[config.mk]
export PLATFORM = sky130hd
export DESIGN_NAME = radix_digit_converter
export DESIGN_NICKNAME = d
export VERILOG_FILES = /design/src/design/rdc_pkg.sv /design/src/design/rdc_sequencer.sv /design/src/design/rdc_datapath.sv /design/src/design/radix_digit_converter.sv
export VERILOG_INCLUDE_DIRS = /design/src /design/src/design
export SDC_FILE = /design/constraint.sdc
export NUM_CORES = 1
export LEC_CHECK = 0
export BUFFER_PORTS_ARGS = -buffer_cell sky130_fd_sc_hd__buf_2
export CORE_ASPECT_RATIO = 0.9
export CORE_MARGIN = 4
export CORE_UTILIZATION = 55
export CTS_BUF_LIST = sky130_fd_sc_hd__clkbuf_4 sky130_fd_sc_hd__clkbuf_8
export CTS_CLUSTER_DIAMETER = 50
export DETAILED_ROUTE_END_ITERATION = 10
export PLACE_DENSITY = 0.76
export SKIP_CTS_REPAIR_TIMING = 1
export SLEW_MARGIN = 20
export SYNTH_ARGS = -nofsm -noshare
export SYNTH_HDL_FRONTEND = slang
export SYNTH_SLANG_ARGS = --single-unit
[constraint.sdc]
create_clock -name clk -period 4.6 [get_ports clk]
set_clock_uncertainty 0.1 [all_clocks]
set_input_delay 0.23 -clock clk [delete_from_list [all_inputs] [get_ports clk]]
set_output_delay 0.23 -clock clk [all_outputs]
set_load 0.02 [all_outputs]
[src/design/radix_digit_converter_assert.svh]
// Assertion macros for the radix digit converter.
// Define NO_ASSERTIONS to compile them out.
`ifndef RADIX_DIGIT_CONVERTER_ASSERT_SVH
`define RADIX_DIGIT_CONVERTER_ASSERT_SVH

`ifndef NO_ASSERTIONS

// Check an implication at every rising edge while out of reset.
`define RDC_ASSERT(label, prop, msg) \
    label: assert property (@(posedge clk) disable iff (!rst_n) (prop)) \
        else $error(msg);

// Check an implication at every rising edge, reset included.
`define RDC_ASSERT_ALWAYS(label, prop, msg) \
    label: assert property (@(posedge clk) (prop)) \
        else $error(msg);

`else

`define RDC_ASSERT(label, prop, msg)
`define RDC_ASSERT_ALWAYS(label, prop, msg)

`endif

`endif

[src/design/rdc_pkg.sv]
package rdc_pkg;

    localparam int RDC_VALUE_WIDTH = 31;

    typedef enum logic [1:0] {
        CMD_BIN = 2'd0,
        CMD_OCT = 2'd1,
        CMD_HEX = 2'd2,
        CMD_DEC = 2'd3
    } cmd_t;

    localparam logic [6:0] ASCII_ZERO  = 7'd48;
    localparam logic [6:0] ASCII_ALPHA = 7'd55;
    localparam logic [3:0] DEC_LIMIT   = 4'd10;

    // Microprogram step addresses
    typedef logic [2:0] step_t;
    localparam step_t STEP_IDLE   = 3'd0;
    localparam step_t STEP_BRANCH = 3'd1;
    localparam step_t STEP_DABBLE = 3'd2;
    localparam step_t STEP_BCD    = 3'd3;
    localparam step_t STEP_SKIP   = 3'd4;
    localparam step_t STEP_EMIT   = 3'd5;

    typedef enum logic [2:0] {
        OP_NOP,
        OP_LOAD,
        OP_DABBLE,
        OP_LOAD_BCD,
        OP_SKIP,
        OP_EMIT
    } op_t;

    typedef enum logic [2:0] {
        COND_ALWAYS,
        COND_START,
        COND_DEC,
        COND_MORE_IT,
        COND_LEAD_ZERO,
        COND_MORE_DIG
    } cond_t;

    // One control word: datapath op, branch condition, taken and fall targets
    typedef struct packed {
        op_t   op;
        cond_t cond;
        step_t jt;
        step_t nt;
    } uword_t;

    // Status from the datapath that the branch conditions test
    typedef struct packed {
        logic is_dec;
        logic more_it;
        logic lead_zero;
        logic more_dig;
    } dp_flags_t;

    function automatic uword_t ucode(step_t s);
        uword_t w;
        case (s)
            STEP_IDLE:   w = '{op: OP_LOAD,     cond: COND_START,
                               jt: STEP_BRANCH, nt: STEP_IDLE};
            STEP_BRANCH: w = '{op: OP_NOP,      cond: COND_DEC,
                               jt: STEP_DABBLE, nt: STEP_SKIP};
            STEP_DABBLE: w = '{op: OP_DABBLE,   cond: COND_MORE_IT,
                               jt: STEP_DABBLE, nt: STEP_BCD};
            STEP_BCD:    w = '{op: OP_LOAD_BCD, cond: COND_ALWAYS,
                               jt: STEP_SKIP,   nt: STEP_SKIP};
            STEP_SKIP:   w = '{op: OP_SKIP,     cond: COND_LEAD_ZERO,
                               jt: STEP_SKIP,   nt: STEP_EMIT};
            STEP_EMIT:   w = '{op: OP_EMIT,     cond: COND_MORE_DIG,
                               jt: STEP_EMIT,   nt: STEP_IDLE};
            default:     w = '{op: OP_NOP,      cond: COND_ALWAYS,
                               jt: STEP_IDLE,   nt: STEP_IDLE};
        endcase
        return w;
    endfunction

    function automatic logic [6:0] char_of(logic [3:0] d);
        logic [6:0] c;
        if (d < DEC_LIMIT)
            c = ASCII_ZERO + {3'b000, d};
        else
            c = ASCII_ALPHA + {3'b000, d};
        return c;
    endfunction

endpackage

[src/design/rdc_sequencer.sv]
module rdc_sequencer (
    input  logic              clk,
    input  logic              rst_n,
    input  logic              start,
    input  rdc_pkg::dp_flags_t flags,
    output rdc_pkg::op_t      op,
    output logic              busy
);
    import rdc_pkg::*;

    step_t  upc_reg;
    step_t  upc_next;
    uword_t word;
    logic   taken;

    assign word = ucode(upc_reg);
    assign busy = (upc_reg != STEP_IDLE);

    always_comb
    begin
        case (word.cond)
            COND_ALWAYS:    taken = 1'b1;
            COND_START:     taken = start;
            COND_DEC:       taken = flags.is_dec;
            COND_MORE_IT:   taken = flags.more_it;
            COND_LEAD_ZERO: taken = flags.lead_zero;
            COND_MORE_DIG:  taken = flags.more_dig;
            default:        taken = 1'b0;
        endcase
    end

    // Hold the load back while idle without a start.
    assign op       = (word.cond == COND_START && !start) ? OP_NOP : word.op;
    assign upc_next = taken ? word.jt : word.nt;

    always_ff @(posedge clk or negedge rst_n)
    begin
        if (!rst_n)
            upc_reg <= STEP_IDLE;
        else
            upc_reg <= upc_next;
    end

endmodule

[src/design/rdc_datapath.sv]
module rdc_datapath #(
    parameter int VALUE_WIDTH = rdc_pkg::RDC_VALUE_WIDTH
) (
    input  logic                   clk,
    input  logic                   rst_n,
    input  rdc_pkg::op_t           op,
    input  logic [VALUE_WIDTH-1:0] value,
    input  logic [1:0]             command,
    output rdc_pkg::dp_flags_t     flags,
    output logic [3:0]             digit,
    output logic [6:0]             ascii_char,
    output logic                   last,
    output logic                   strobe
);
    import rdc_pkg::*;

    localparam int W    = VALUE_WIDTH;
    localparam int NDIG = (W * 30103) / 100000 + 1;   // decimal digits of 2^W-1
    localparam int BW   = NDIG * 4;
    localparam int N8   = (W + 2) / 3;
    localparam int N16  = (W + 3) / 4;
    localparam int M1   = (BW > N8 * 3) ? BW : N8 * 3;
    localparam int M2   = (M1 > N16 * 4) ? M1 : N16 * 4;
    localparam int SRW  = (M2 > W) ? M2 : W;
    localparam int CW   = $clog2(SRW + 1);

    cmd_t            cmd_reg,   cmd_next;
    logic [SRW-1:0]  sr_reg,    sr_next;
    logic [BW-1:0]   bcd_reg,   bcd_next;
    logic [CW-1:0]   it_reg,    it_next;
    logic [CW-1:0]   dcnt_reg,  dcnt_next;
    logic            strobe_reg, strobe_next;
    logic [3:0]      digit_reg,  digit_next;
    logic [6:0]      ascii_reg,  ascii_next;
    logic            last_reg,   last_next;

    logic [SRW-1:0]  val_ext;
    logic [SRW-1:0]  sr_adv;
    logic [3:0]      top;
    logic [BW-1:0]   bcd_adj;
    logic            final_dig;

    assign val_ext   = SRW'(value);
    assign final_dig = (dcnt_reg == CW'(1));

    // Leading digit of the work register and the register advanced past it
    always_comb
    begin
        case (cmd_reg)
            CMD_BIN:
            begin
                top    = {3'b000, sr_reg[SRW-1]};
                sr_adv = sr_reg << 1;
            end
            CMD_OCT:
            begin
                top    = {1'b0, sr_reg[SRW-1 -: 3]};
                sr_adv = sr_reg << 3;
            end
            default:
            begin
                top    = sr_reg[SRW-1 -: 4];
                sr_adv = sr_reg << 4;
            end
        endcase
    end

    // Add 3 to every BCD digit of five or more before the shift
    always_comb
    begin
        logic [3:0] nib;
        for (int i = 0; i < NDIG; i++)
        begin
            nib = bcd_reg[i*4 +: 4];
            bcd_adj[i*4 +: 4] = (nib >= 4'd5) ? nib + 4'd3 : nib;
        end
    end

    assign flags.is_dec    = (cmd_reg == CMD_DEC);
    assign flags.more_it   = (it_reg != CW'(1));
    assign flags.lead_zero = (top == 4'd0) && !final_dig;
    assign flags.more_dig  = !final_dig;

    always_comb
    begin
        cmd_next    = cmd_reg;
        sr_next     = sr_reg;
        bcd_next    = bcd_reg;
        it_next     = it_reg;
        dcnt_next   = dcnt_reg;
        strobe_next = 1'b0;
        digit_next  = digit_reg;
        ascii_next  = ascii_reg;
        last_next   = last_reg;
        case (op)
            OP_LOAD:
            begin
                cmd_next = cmd_t'(command);
                bcd_next = '0;
                it_next  = CW'(W);
                case (cmd_t'(command))
                    CMD_BIN:
                    begin
                        sr_next   = val_ext << (SRW - W);
                        dcnt_next = CW'(W);
                    end
                    CMD_OCT:
                    begin
                        sr_next   = val_ext << (SRW - N8 * 3);
                        dcnt_next = CW'(N8);
                    end
                    CMD_HEX:
                    begin
                        sr_next   = val_ext << (SRW - N16 * 4);
                        dcnt_next = CW'(N16);
                    end
                    default:
                    begin
                        sr_next   = val_ext << (SRW - W);
                        dcnt_next = CW'(NDIG);
                    end
                endcase
            end
            OP_DABBLE:
            begin
                bcd_next = {bcd_adj[BW-2:0], sr_reg[SRW-1]};
                sr_next  = sr_reg << 1;
                it_next  = it_reg - CW'(1);
            end
            OP_LOAD_BCD:
            begin
                sr_next = SRW'(bcd_reg) << (SRW - BW);
            end
            OP_SKIP:
            begin
                if (flags.lead_zero)
                begin
                    sr_next   = sr_adv;
                    dcnt_next = dcnt_reg - CW'(1);
                end
            end
            OP_EMIT:
            begin
                strobe_next = 1'b1;
                digit_next  = top;
                ascii_next  = char_of(top);
                last_next   = final_dig;
                sr_next     = sr_adv;
                dcnt_next   = dcnt_reg - CW'(1);
            end
            default:
            begin
                strobe_next = 1'b0;
            end
        endcase
    end

    always_ff @(posedge clk or negedge rst_n)
    begin
        if (!rst_n)
            strobe_reg <= 1'b0;
        else
            strobe_reg <= strobe_next;
    end

    always_ff @(posedge clk)
    begin
        cmd_reg   <= cmd_next;
        sr_reg    <= sr_next;
        bcd_reg   <= bcd_next;
        it_reg    <= it_next;
        dcnt_reg  <= dcnt_next;
        digit_reg <= digit_next;
        ascii_reg <= ascii_next;
        last_reg  <= last_next;
    end

    assign strobe     = strobe_reg;
    assign digit      = digit_reg;
    assign ascii_char = ascii_reg;
    assign last       = last_reg;

endmodule

[src/design/radix_digit_converter.sv]
// Radix digit converter: turns a non-negative VALUE_WIDTH-bit number into its
// binary, octal, hexadecimal or decimal (BCD) digits.
// Input: drive value and command (0 bin, 1 oct, 2 hex, 3 dec) with start high;
// the transaction is taken at a rising edge where start is high and busy low.
// Output: one transaction per digit, most significant first, shown for exactly
// one cycle with strobe high: digit, ascii_char ('0'-'9', 'A'-'F') and last on
// the final digit. A zero value gives the single digit 0. Leading zeros drop.
// The microcode loads the value, then for decimal runs the double-dabble shifts
// and loads the BCD result into the work register; every digit slot after that
// is either dropped as a leading zero or emitted as a digit.
// busy falls in the cycle that shows the last strobe, so the next transaction
// can be taken at the edge that ends it.
// The receiver cannot stall; results are never held back or repeated.
// Reset (rst_n low, asynchronous) returns the step counter to idle and clears
// strobe; any conversion under way is dropped.
module radix_digit_converter #(
    parameter int VALUE_WIDTH = rdc_pkg::RDC_VALUE_WIDTH
) (
    input  logic                   clk,
    input  logic                   rst_n,
    input  logic                   start,
    output logic                   busy,
    input  logic [VALUE_WIDTH-1:0] value,
    input  logic [1:0]             command,
    output logic                   strobe,
    output logic [3:0]             digit,
    output logic [6:0]             ascii_char,
    output logic                   last
);
    import rdc_pkg::*;

    `include "radix_digit_converter_assert.svh"

    op_t       op;
    dp_flags_t flags;

    // Step counter and control store: picks one datapath op per cycle and
    // branches on the datapath status flags.
    rdc_sequencer u_seq (
        .clk   (clk),
        .rst_n (rst_n),
        .start (start),
        .flags (flags),
        .op    (op),
        .busy  (busy)
    );

    // Work register, BCD accumulator, counters and output register.
    rdc_datapath #(
        .VALUE_WIDTH (VALUE_WIDTH)
    ) u_dp (
        .clk        (clk),
        .rst_n      (rst_n),
        .op         (op),
        .value      (value),
        .command    (command),
        .flags      (flags),
        .digit      (digit),
        .ascii_char (ascii_char),
        .last       (last),
        .strobe     (strobe)
    );

    `RDC_ASSERT(a_no_strobe_after_accept, (start && !busy) |=> !strobe, "strobe after accept")
    `RDC_ASSERT(a_last_ends_run, (strobe && last) |=> !strobe, "digit after last")
    `RDC_ASSERT(a_mid_run_busy, (strobe && !last) |-> busy, "idle inside a run")
    `RDC_ASSERT(a_busy_from_start, $rose(busy) |-> $past(start), "busy without start")

endmodule

# Word level (Yosys, flattened, before mapping)
# Index checks and enable logic that the tools add are counted.
[totals]
reg_bits = 110
input_bits = 36
output_inout_bits = 14
word_cells = 98
[op_classes]
addsub = 14
n_lt_le_gt_ge = 11
n_eq_ne = 22
muxes = 26
reduce_logical = 15
[op_table]
columns = ["op", "count"]
rows = [
  ["case mux 40 bit (2 select lines)", 3],
  ["case mux 40 bit (5 select lines)", 1],
  ["case mux 12 bit (6 select lines)", 1],
  [">= comparator 4 x 3 -> 1 bit (second input constant)", 10],
  ["two-way mux 40 bit", 1],
  ["adder 4 x 2 -> 4 bit (second input constant)", 9],
  ["two-way mux 4 bit", 9],
  ["== test 3 x 2 -> 1 bit (second input constant)", 6],
  ["== test 3 bit (second input constant)", 6],
  ["case mux 6 bit (3 select lines)", 1],
  ["case mux 5 bit (3 select lines)", 1],
  ["adder 6 x 4 -> 7 bit (first input constant)", 2],
  ["case mux 6 bit (2 select lines)", 1],
  ["subtractor 6 x 1 -> 6 bit (second input constant)", 2],
  ["== test 3 x 1 -> 1 bit (second input constant)", 3],
  ["two-way mux 3 bit", 3],
  ["case mux 4 bit (2 select lines)", 1],
  ["two-way mux 7 bit", 1],
  ["== test 6 x 1 -> 1 bit (second input constant)", 1],
  ["logical NOT 3 bit", 2],
  ["two-way mux 6 bit", 1],
  ["inequality test 6 x 1 -> 1 bit (second input constant)", 1],
  ["case mux 1 bit (6 select lines)", 1],
  ["nonzero test 3 bit", 2],
  ["other kinds (13)", 19],
]

# Logic depth before layout (Yosys ltp)
# Gate-level depths: netlist of the first run.
[depth]
word_depth = 8
mapped_depth = 9
ltp_nobuf = 7

# By module
# From an unflattened synthesis of the first run, not the netlist that was laid out.
[hier_totals]
hier_cells = 827
area_unflattened_um2 = 7657.3
[modules_own_cells]
columns = ["module", "instances", "cells_each", "area_each_um2", "seq_area_each_um2"]
rows = [
  ["rdc_datapath", 1, 804, 7462.2, 3208.1],
  ["rdc_sequencer", 1, 23, 195.2, 75.1],
]

# Least setup slack after synthesis of the first run
# OpenSTA, ideal clock, no wires.
[synth_path]
kind = "register -> register"
startpoint = "reg u_dp.cmd_reg[0]"
endpoint = "reg u_dp.sr_reg[0], enable pin"
setup_time_ns = 0.487
arrival_ns = 4.365
required_ns = 4.013
slack_ns = -0.352
path_stages_with_launch = 10
path_buffers = 2
synth_period_minus_slack_ns = 4.952
path_cell_list = "edfxtp_1 -> buf_6 -> buf_8 -> mux2i_1 -> inv_1 -> mux2i_1 -> ha_1 -> o21ai_1 -> o211a_1 -> nor3_1"
[synth_between]
elab_chain_len = 6
elab_cells_between_ends = 7
classes_between = "eq/ne (2); mux (1); reduce/logical (4)"
[synth_lines]
columns = ["element", "line_no", "source"]
rows = [
  ["from (decl)", "rdc_datapath.sv:27", "cmd_t cmd_reg, cmd_next;"],
  ["from (signal assigned)", "rdc_datapath.sv:168", "cmd_reg <= cmd_next;"],
  ["== test 2 x 1 -> 1 bit or logical NOT 2 bit (tied branches)", "rdc_datapath.sv:49", "case (cmd_reg)"],
  ["case mux 4 bit (2 select lines) (*)", "rdc_datapath.sv:49", ""],
  ["logical NOT 4 bit (*)", "rdc_datapath.sv:81", "assign flags.lead_zero = (top == 4'd0) && !final_dig;"],
  ["logical AND 1 bit (*)", "rdc_datapath.sv:81", ""],
  ["inequality test 2 bit (no source line) (*)", "--", ""],
  ["AND reduction 2 bit (no source line) (*)", "--", ""],
  ["to (signal assigned)", "rdc_datapath.sv:169", "sr_reg <= sr_next;"],
  ["to (decl)", "rdc_datapath.sv:28", "logic [SRW-1:0] sr_reg, sr_next;"],
]
# Every way passes the cells marked *; elsewhere a longest branch is shown, timed or not.
# A chain may end at the register's enable or synchronous reset.

# Worst setup path after layout of the first run
[layout_path]
startpoint = "reg u_dp.cmd_reg[0]"
endpoint = "reg u_dp.dcnt_reg[1], enable pin"
[layout_between]
elab_chain_len = 6
elab_cells_between_ends = 7
classes_between = "eq/ne (2); mux (1); reduce/logical (4)"
[layout_lines]
columns = ["element", "line_no", "source"]
rows = [
  ["== test 2 x 1 -> 1 bit or logical NOT 2 bit (tied branches)", "rdc_datapath.sv:49", ""],
  ["case mux 4 bit (2 select lines) (*)", "rdc_datapath.sv:49", ""],
  ["logical NOT 4 bit (*)", "rdc_datapath.sv:81", ""],
  ["logical AND 1 bit (*)", "rdc_datapath.sv:81", ""],
  ["inequality test 2 bit (no source line) (*)", "--", ""],
  ["AND reduction 2 bit (no source line) (*)", "--", ""],
  ["to (signal assigned)", "rdc_datapath.sv:172", "dcnt_reg <= dcnt_next;"],
  ["to (decl)", "rdc_datapath.sv:31", "logic [CW-1:0] dcnt_reg, dcnt_next;"],
]
# Marked as above.

==> impl_metrics.toml, run 1 <==
[cells_and_area]
antenna_cells = 0
nets = 811
drive_gt1_frac = 0.147
syn_to_final_growth_pct = 6.19

[global_routing]
grt_pass1_wl_mm = 26.8
grt_pass1_vias = 5187
grt_antenna_before_repair = 0
grt_max_degree = 54
grt_overflow_total = 0
grt_use_total = 0.210

[floorplan]
core_mm2 = 0.0134
io_pins = 50
die_w_um = 131
initial_core_util = 0.561
die_h_um = 119
die_area_mm2 = 0.0156
rows = 40

[logic_synthesis]
synth-edff-count = 106
synth_top_area_frac = 0.424
synthFlopType = "edfxtp_1"
synth.area.top_cells = "edfxtp_1 (42%), mux2i_1 (10%), nand2_1 (5.1%), ha_1 (5.0%), mux2_2 (4.4%)"
synth_cells = 724
syn_area_mm2 = 0.00750
ys_warn_count = 0
yosysSeqAreaShare = 0.438
syn-num-nets = 790
synth_top_cell_by_area = "edfxtp_1"
synth_area_per_cell_um2 = 10.4
ys_ff_latch = 110
synth.distinct_cells = 45
postSynth.asyncResetShare = 0.0364

[pwr]
intPower_uw = 2560
switching_share = 0.394
sequentialPowerShare = 0.456
p_leak_uw = 0.00323
p_clk_frac = 0.127
ir_worst_vdd_mv = 0.435
powerDensity_mw_per_mm2 = 531
netSwitchingPower_uw = 1670
pwr-share-comb = 0.417

[clock_tree]
cts_tree = "yes"
clock-sinks = 110
clk_latency_ps = 400
clk_root_buffer_cell = "clkbuf_8"
htreeDepth = 3
ctsLongestPathBuffers = 2
path_clk_slew_ps = 100
cts_made_buffers = 9

[timing]
fin_setup_tns_ps = 0
period_share = 0.713
rsz0062_at_grt = "no"
slew_viol_final = 0
fmax_ghz = 0.305
worst_slew_pin_slew_ps = 1070
finalSetupViolations = 0
fin_hold_ws_ps = 59.8
relSlewSlack = 0.288
hold_viol_final = 0
fin_crit_ps = 3280

[placed_design]
place_congestion = 0.834
place_hpwl_mm = 11.6
port_buffers = 49

[critical_path]
end_kind = "flop"
crit_path_end = "u_dp.dcnt_reg[1]"
reg2reg_depth = 7
rrSetupSlack_ps = 1320
cp_max_fo = 25
reg2reg_to = "u_dp.dcnt_reg[1]"
required_ps = 4540
crit_start = "u_dp.cmd_reg[0]"
critPathLaunchType = "flop"
cp.arrival_ps = 3220
worstSetupPathType = "reg2reg"
reg2reg_from = "u_dp.cmd_reg[0]"

[detailed_routing]
routed_wl_mm = 16.6
drc = 0
drt.antenna.violating_nets = 0
wl_per_cell_um = 18.1
routed_via_density = 6.11
routed-via-count = 5607
drt_iter0_markers = 505
firstDrtPassIters = 5

[flow_run]
drv_cap = 0

[run_status]
outcome = "finished clean"

[hold_path]
hp-class = "in2async"
routing by layer:
layer / wire length, um / share of wire / track usage / vias to the layer above
met5: 0 / 0 / 0 / -
met4: 282 / 0.017 / 0.0696 / 0
met3: 843 / 0.051 / 0.0323 / 17
met2: 7410 / 0.45 / 0.316 / 161
met1: 8080 / 0.49 / 0.311 / 2703
li1: - / - / - / 2726
layout make-up:
class | instances | area, um2
Timing Repair Buffer | 61 | 343
Sequential cell | 110 | 3280
Clock inverter | 6 | 37.5
Inverter | 32 | 120
Fill cell | 1059 | 5400
Multi-Input combinational cell | 531 | 3840
Tap cell | 168 | 210
Clock buffer | 10 | 131
worst min path at each step:
stage,from,end,slack (ps)
after floorplan,rst_n,u_dp.strobe,-170
after global placement,rst_n,u_dp.strobe,-60
after detailed placement,rst_n,u_dp.strobe,-50
after CTS,rst_n,u_dp.strobe,-500
after global routing,rst_n,u_dp.strobe,50
final,rst_n,u_dp.strobe,60
critical path: stages, from the launching register on:
cell and delay, ps:
edfxtp_1 690, buf_4 370, nor2b_2 220, a22oi_2 280, ha_1 200, o21ai_1 100, o211a_1 270, nor3_1 670
cells in the final DEF (no fill, tap or decap), types with 10 or more instances in the layout:
cell type	n
xor2_1	13
nand2_1	102
mux2_2	29
nand2b_1	13
mux2i_1	75
edfxtp_1	106
o21ai_0	16
ha_1	30
nor2b_1	12
xnor2_1	14
buf_2	49
a21oi_1	28
o221ai_1	30
a211oi_1	10
o22a_1	29
nor3_1	16
nor2_1	37
a22oi_1	30
inv_1	32
cell usage after synthesis (2+ instances only):
library cell / number
a22o_1: 3
a22oi_1: 30
o22ai_1: 5
xor2_1: 13
nand2b_1: 13
and2_1: 3
clkbuf_1: 24
edfxtp_1: 106
a21o_1: 4
ha_1: 30
inv_1: 32
buf_4: 6
nor2_1: 38
a32o_1: 2
nand3_1: 5
or3_1: 2
xnor2_1: 14
nor2b_1: 12
nand2_1: 102
o221ai_1: 30
a21oi_1: 28
o22a_1: 29
dfrtp_1: 4
o21ai_1: 3
buf_6: 4
buf_2: 16
a211oi_1: 10
o21ai_0: 16
a31oi_1: 2
o211ai_1: 3
and3_1: 2
nor3b_1: 2
nor3_1: 17
mux2i_1: 75
mux2_2: 29
power by group through the flow:
stage	sequential, uW	combinational [uW]	clock, uW
after floorplan	1900	1330	0
after global placement	1920	1680	0
after detailed placement	1940	1750	0
after CTS	1920	1750	548
after global routing	1970	1940	590
final	1930	1760	538
through the flow:
stage	area (um2)	power, uW	util	setup slack, ps	std cells
final	7970	4230	0.596	1320	918
after global routing	7970	4500	0.596	1170	918
after CTS	7930	4220	0.594	1340	915
after detailed placement	7760	3690	0.581	1340	899
after global placement	7760	3600	0.581	1470	899
after floorplan	7510	3230	-	871	724
cells by family after synthesis:
| logic type | count (synthesis) | synth area share |
|---|---|---|
| AND/OR/NAND/NOR | 200 | 0.119 |
| buffers and inverters | 83 | 0.0527 |
| flip-flops | 110 | 0.438 |
| adder cells (fa/ha/maj) | 30 | 0.0500 |
| XOR/XNOR | 27 | 0.0315 |
| AO/OA/AOI/OAI | 170 | 0.166 |
| multiplexers | 104 | 0.144 |
Power figures use the tool's default switching activity.
==> inputs of run 2 (changes only) <==
- ABC_AREA: default -> 1
- PLACE_DENSITY: 0.76 -> 0.74
- clock period: 4.6 -> 3.3 ns (I/O delays scaled with it)
==> run 2 against run 1 <==
Worst hold slack got worse by 42 ps. Global-route usage rose by 1.9 points. Synthesized area fell by 2.5%. Wire length rose by 5.9%. Clock power rose by 54%. Fmax rose by 29%. Total power fell by 42%. Via count rose by 13%. Die area fell by 2.3%. Setup slack got worse by 560 ps. Critical path type unchanged. Highest routed layer unchanged. Critical endpoint is now u_dp.dcnt_reg[5]. Sequential share of layout area rose by 0.58 points. Combinational power fell by 93%.
==> impl_metrics.toml, run 2 <==
[run_status]
outcome = "finished clean"

[clock_tree]
clk_latency_ps = 400
clock-sinks = 110
cts_tree = "yes"
clk_root_buffer_cell = "clkbuf_8"
htreeDepth = 3
cts_made_buffers = 9
path_clk_slew_ps = 120
ctsLongestPathBuffers = 2

[logic_synthesis]
ys_ff_latch = 110
synthFlopType = "edfxtp_1"
yosysMostFrequentCell = "nand2_1"
yosysSeqAreaShare = 0.449
synth_top_area_frac = 0.435
ys_warn_count = 0
synth-edff-count = 106
synth.distinct_cells = 35
synth_top_cell_by_area = "edfxtp_1"
synth_cells = 913
syn-num-nets = 979
syn_area_mm2 = 0.00732
postSynth.asyncResetShare = 0.0364
synthTopCellsByCount = "nand2_1 (273), inv_1 (123), edfxtp_1 (106), nand3_1 (56), nor2_1 (54)"
synth_area_per_cell_um2 = 8.01
synth.area.top_cells = "edfxtp_1 (44%), nand2_1 (14%), inv_1 (6.3%), ha_1 (5.1%), nand3_1 (3.8%)"

[timing]
fin_setup_tns_ps = 0
fmax_ghz = 0.393
rsz0062_at_grt = "no"
finalSetupViolations = 0
hold_viol_final = 0
worst_slew_pin_slew_ps = 697
slew_viol_final = 0
period_share = 0.771
fin_crit_ps = 2540
relSlewSlack = 0.533
fin_hold_ws_ps = 17.8

[cells_and_area]
syn_to_final_growth_pct = 7.30
multiInputGateArea_mm2 = 0.00329
antenna_cells = 0
mostFrequentLayoutCell = "nand2_1"
fin_util = 0.609
stdcell_area_mm2 = 0.00785
final_cells = 1117
drive_gt1_frac = 0.0986
fillerInstances = 1200
seqCellArea_mm2 = 0.00328
nets = 1014
final_cell_mix = "nand2_1 (273), inv_1 (122), edfxtp_1 (106), nand3_1 (56), nor2_1 (54)"

[hold_path]
hold_start = "value[30]"
min_path_cells = 3
hp-class = "in2reg"
hold_path_end = "u_dp.sr_reg[39]"

[global_routing]
grt_pass1_vias = 5601
grt_max_degree = 65
grt_overflow_total = 0
grt_antenna_before_repair = 0
grt_use_total = 0.229
grt_pass1_wl_mm = 27.9

[critical_path]
end_kind = "flop"
cp_max_fo = 10
worstSetupPathType = "reg2reg"
reg2reg_to = "u_dp.dcnt_reg[5]"
critPathLaunchType = "flop"
cp.arrival_ps = 2500
reg2reg_from = "u_dp.cmd_reg[1]"
required_ps = 3260
reg2reg_depth = 8
rrSetupSlack_ps = 760

[placed_design]
place_congestion = 0.898
place_hpwl_mm = 12.5
place_area_mm2 = 0.00761
dp.cells = 1097
port_buffers = 49

[pwr]
ir_worst_vdd_mv = 0.328
powerDensity_mw_per_mm2 = 313
p_leak_uw = 0.00342

[floorplan]
initial_core_util = 0.568
die_w_um = 130
die_h_um = 117
rows = 39
io_pins = 50
core_mm2 = 0.0129
die_area_mm2 = 0.0152

[detailed_routing]
drc = 0
routed-via-count = 6350
firstDrtPassIters = 6
routed_via_density = 5.68
routed_wl_mm = 17.6
wl_per_cell_um = 15.7
drt.antenna.violating_nets = 0
drt_iter0_markers = 749

[flow_run]
drv_cap = 0
[run 2: metrics by stage]
stage / power, uW / worst slack [ps]
after floorplan: 1610 / 252
after global placement: 1650 / 868
after detailed placement: 1650 / 782
after CTS: 2460 / 750
after global routing: 2530 / 574
final: 2450 / 755
[run 2: worst max path at each step]
stage,slack (ps),startpoint,cells after the start,to
2_1_floorplan,250,u_dp.cmd_reg[1],10,u_dp.sr_reg[0]
3_3_place_gp,870,u_dp.cmd_reg[1],8,u_dp.dcnt_reg[2]
3_5_place_dp,780,u_dp.cmd_reg[1],8,u_dp.dcnt_reg[4]
4_1_cts,750,u_dp.cmd_reg[1],8,u_dp.dcnt_reg[4]
5_1_grt,570,u_dp.cmd_reg[1],8,u_dp.dcnt_reg[5]
6_report,760,u_dp.cmd_reg[1],8,u_dp.dcnt_reg[5]
[run 2: logic make-up (layout without fill, tap and decap cells)]
group           count (synthesis)  count (layout)  share of synthesized area
xor+xnor                        7               7                    0.00838
mux                             1               1                    0.00137
fa+ha+maj                      30              30                     0.0513
buf+inv                       168             208                      0.102
flops                         110             110                      0.449
compound gates                151             151                      0.127
simple gates                  446             446                      0.261
[run 2: cell type report]
type	count	share of cell area
well taps	164	0.0261
repair buffers	63	0.0491
inverters	129	0.0620
multi-input cells	635	0.419
flip-flops and latches	110	0.418
clock inverters	7	0.00972
clock buffers	9	0.0158
[run 2: per-layer routing]
layer / track usage / vias to the layer above / part of all wire
li1: - / 3153 / -
met1: 0.320 / 2960 / 0.44
met2: 0.370 / 211 / 0.48
met5: 0 / - / 0
met3: 0.0386 / 26 / 0.060
met4: 0.0617 / 0 / 0.019
[run 2: power breakdown]
group / internal [uW] / switching (uW)
logic: 46.2 / 71.1
registers: 1510 / 0
clock network: 298 / 533
[run 2: worst max-delay path, cell delays in order (launching register included)]
cell      delay [ps]
edfxtp_1         510
inv_2            170
nand2_2          170
o21a_1           210
ha_1             170
inv_1             40
a21oi_1          140
nand3_1          160
a22oi_1          520
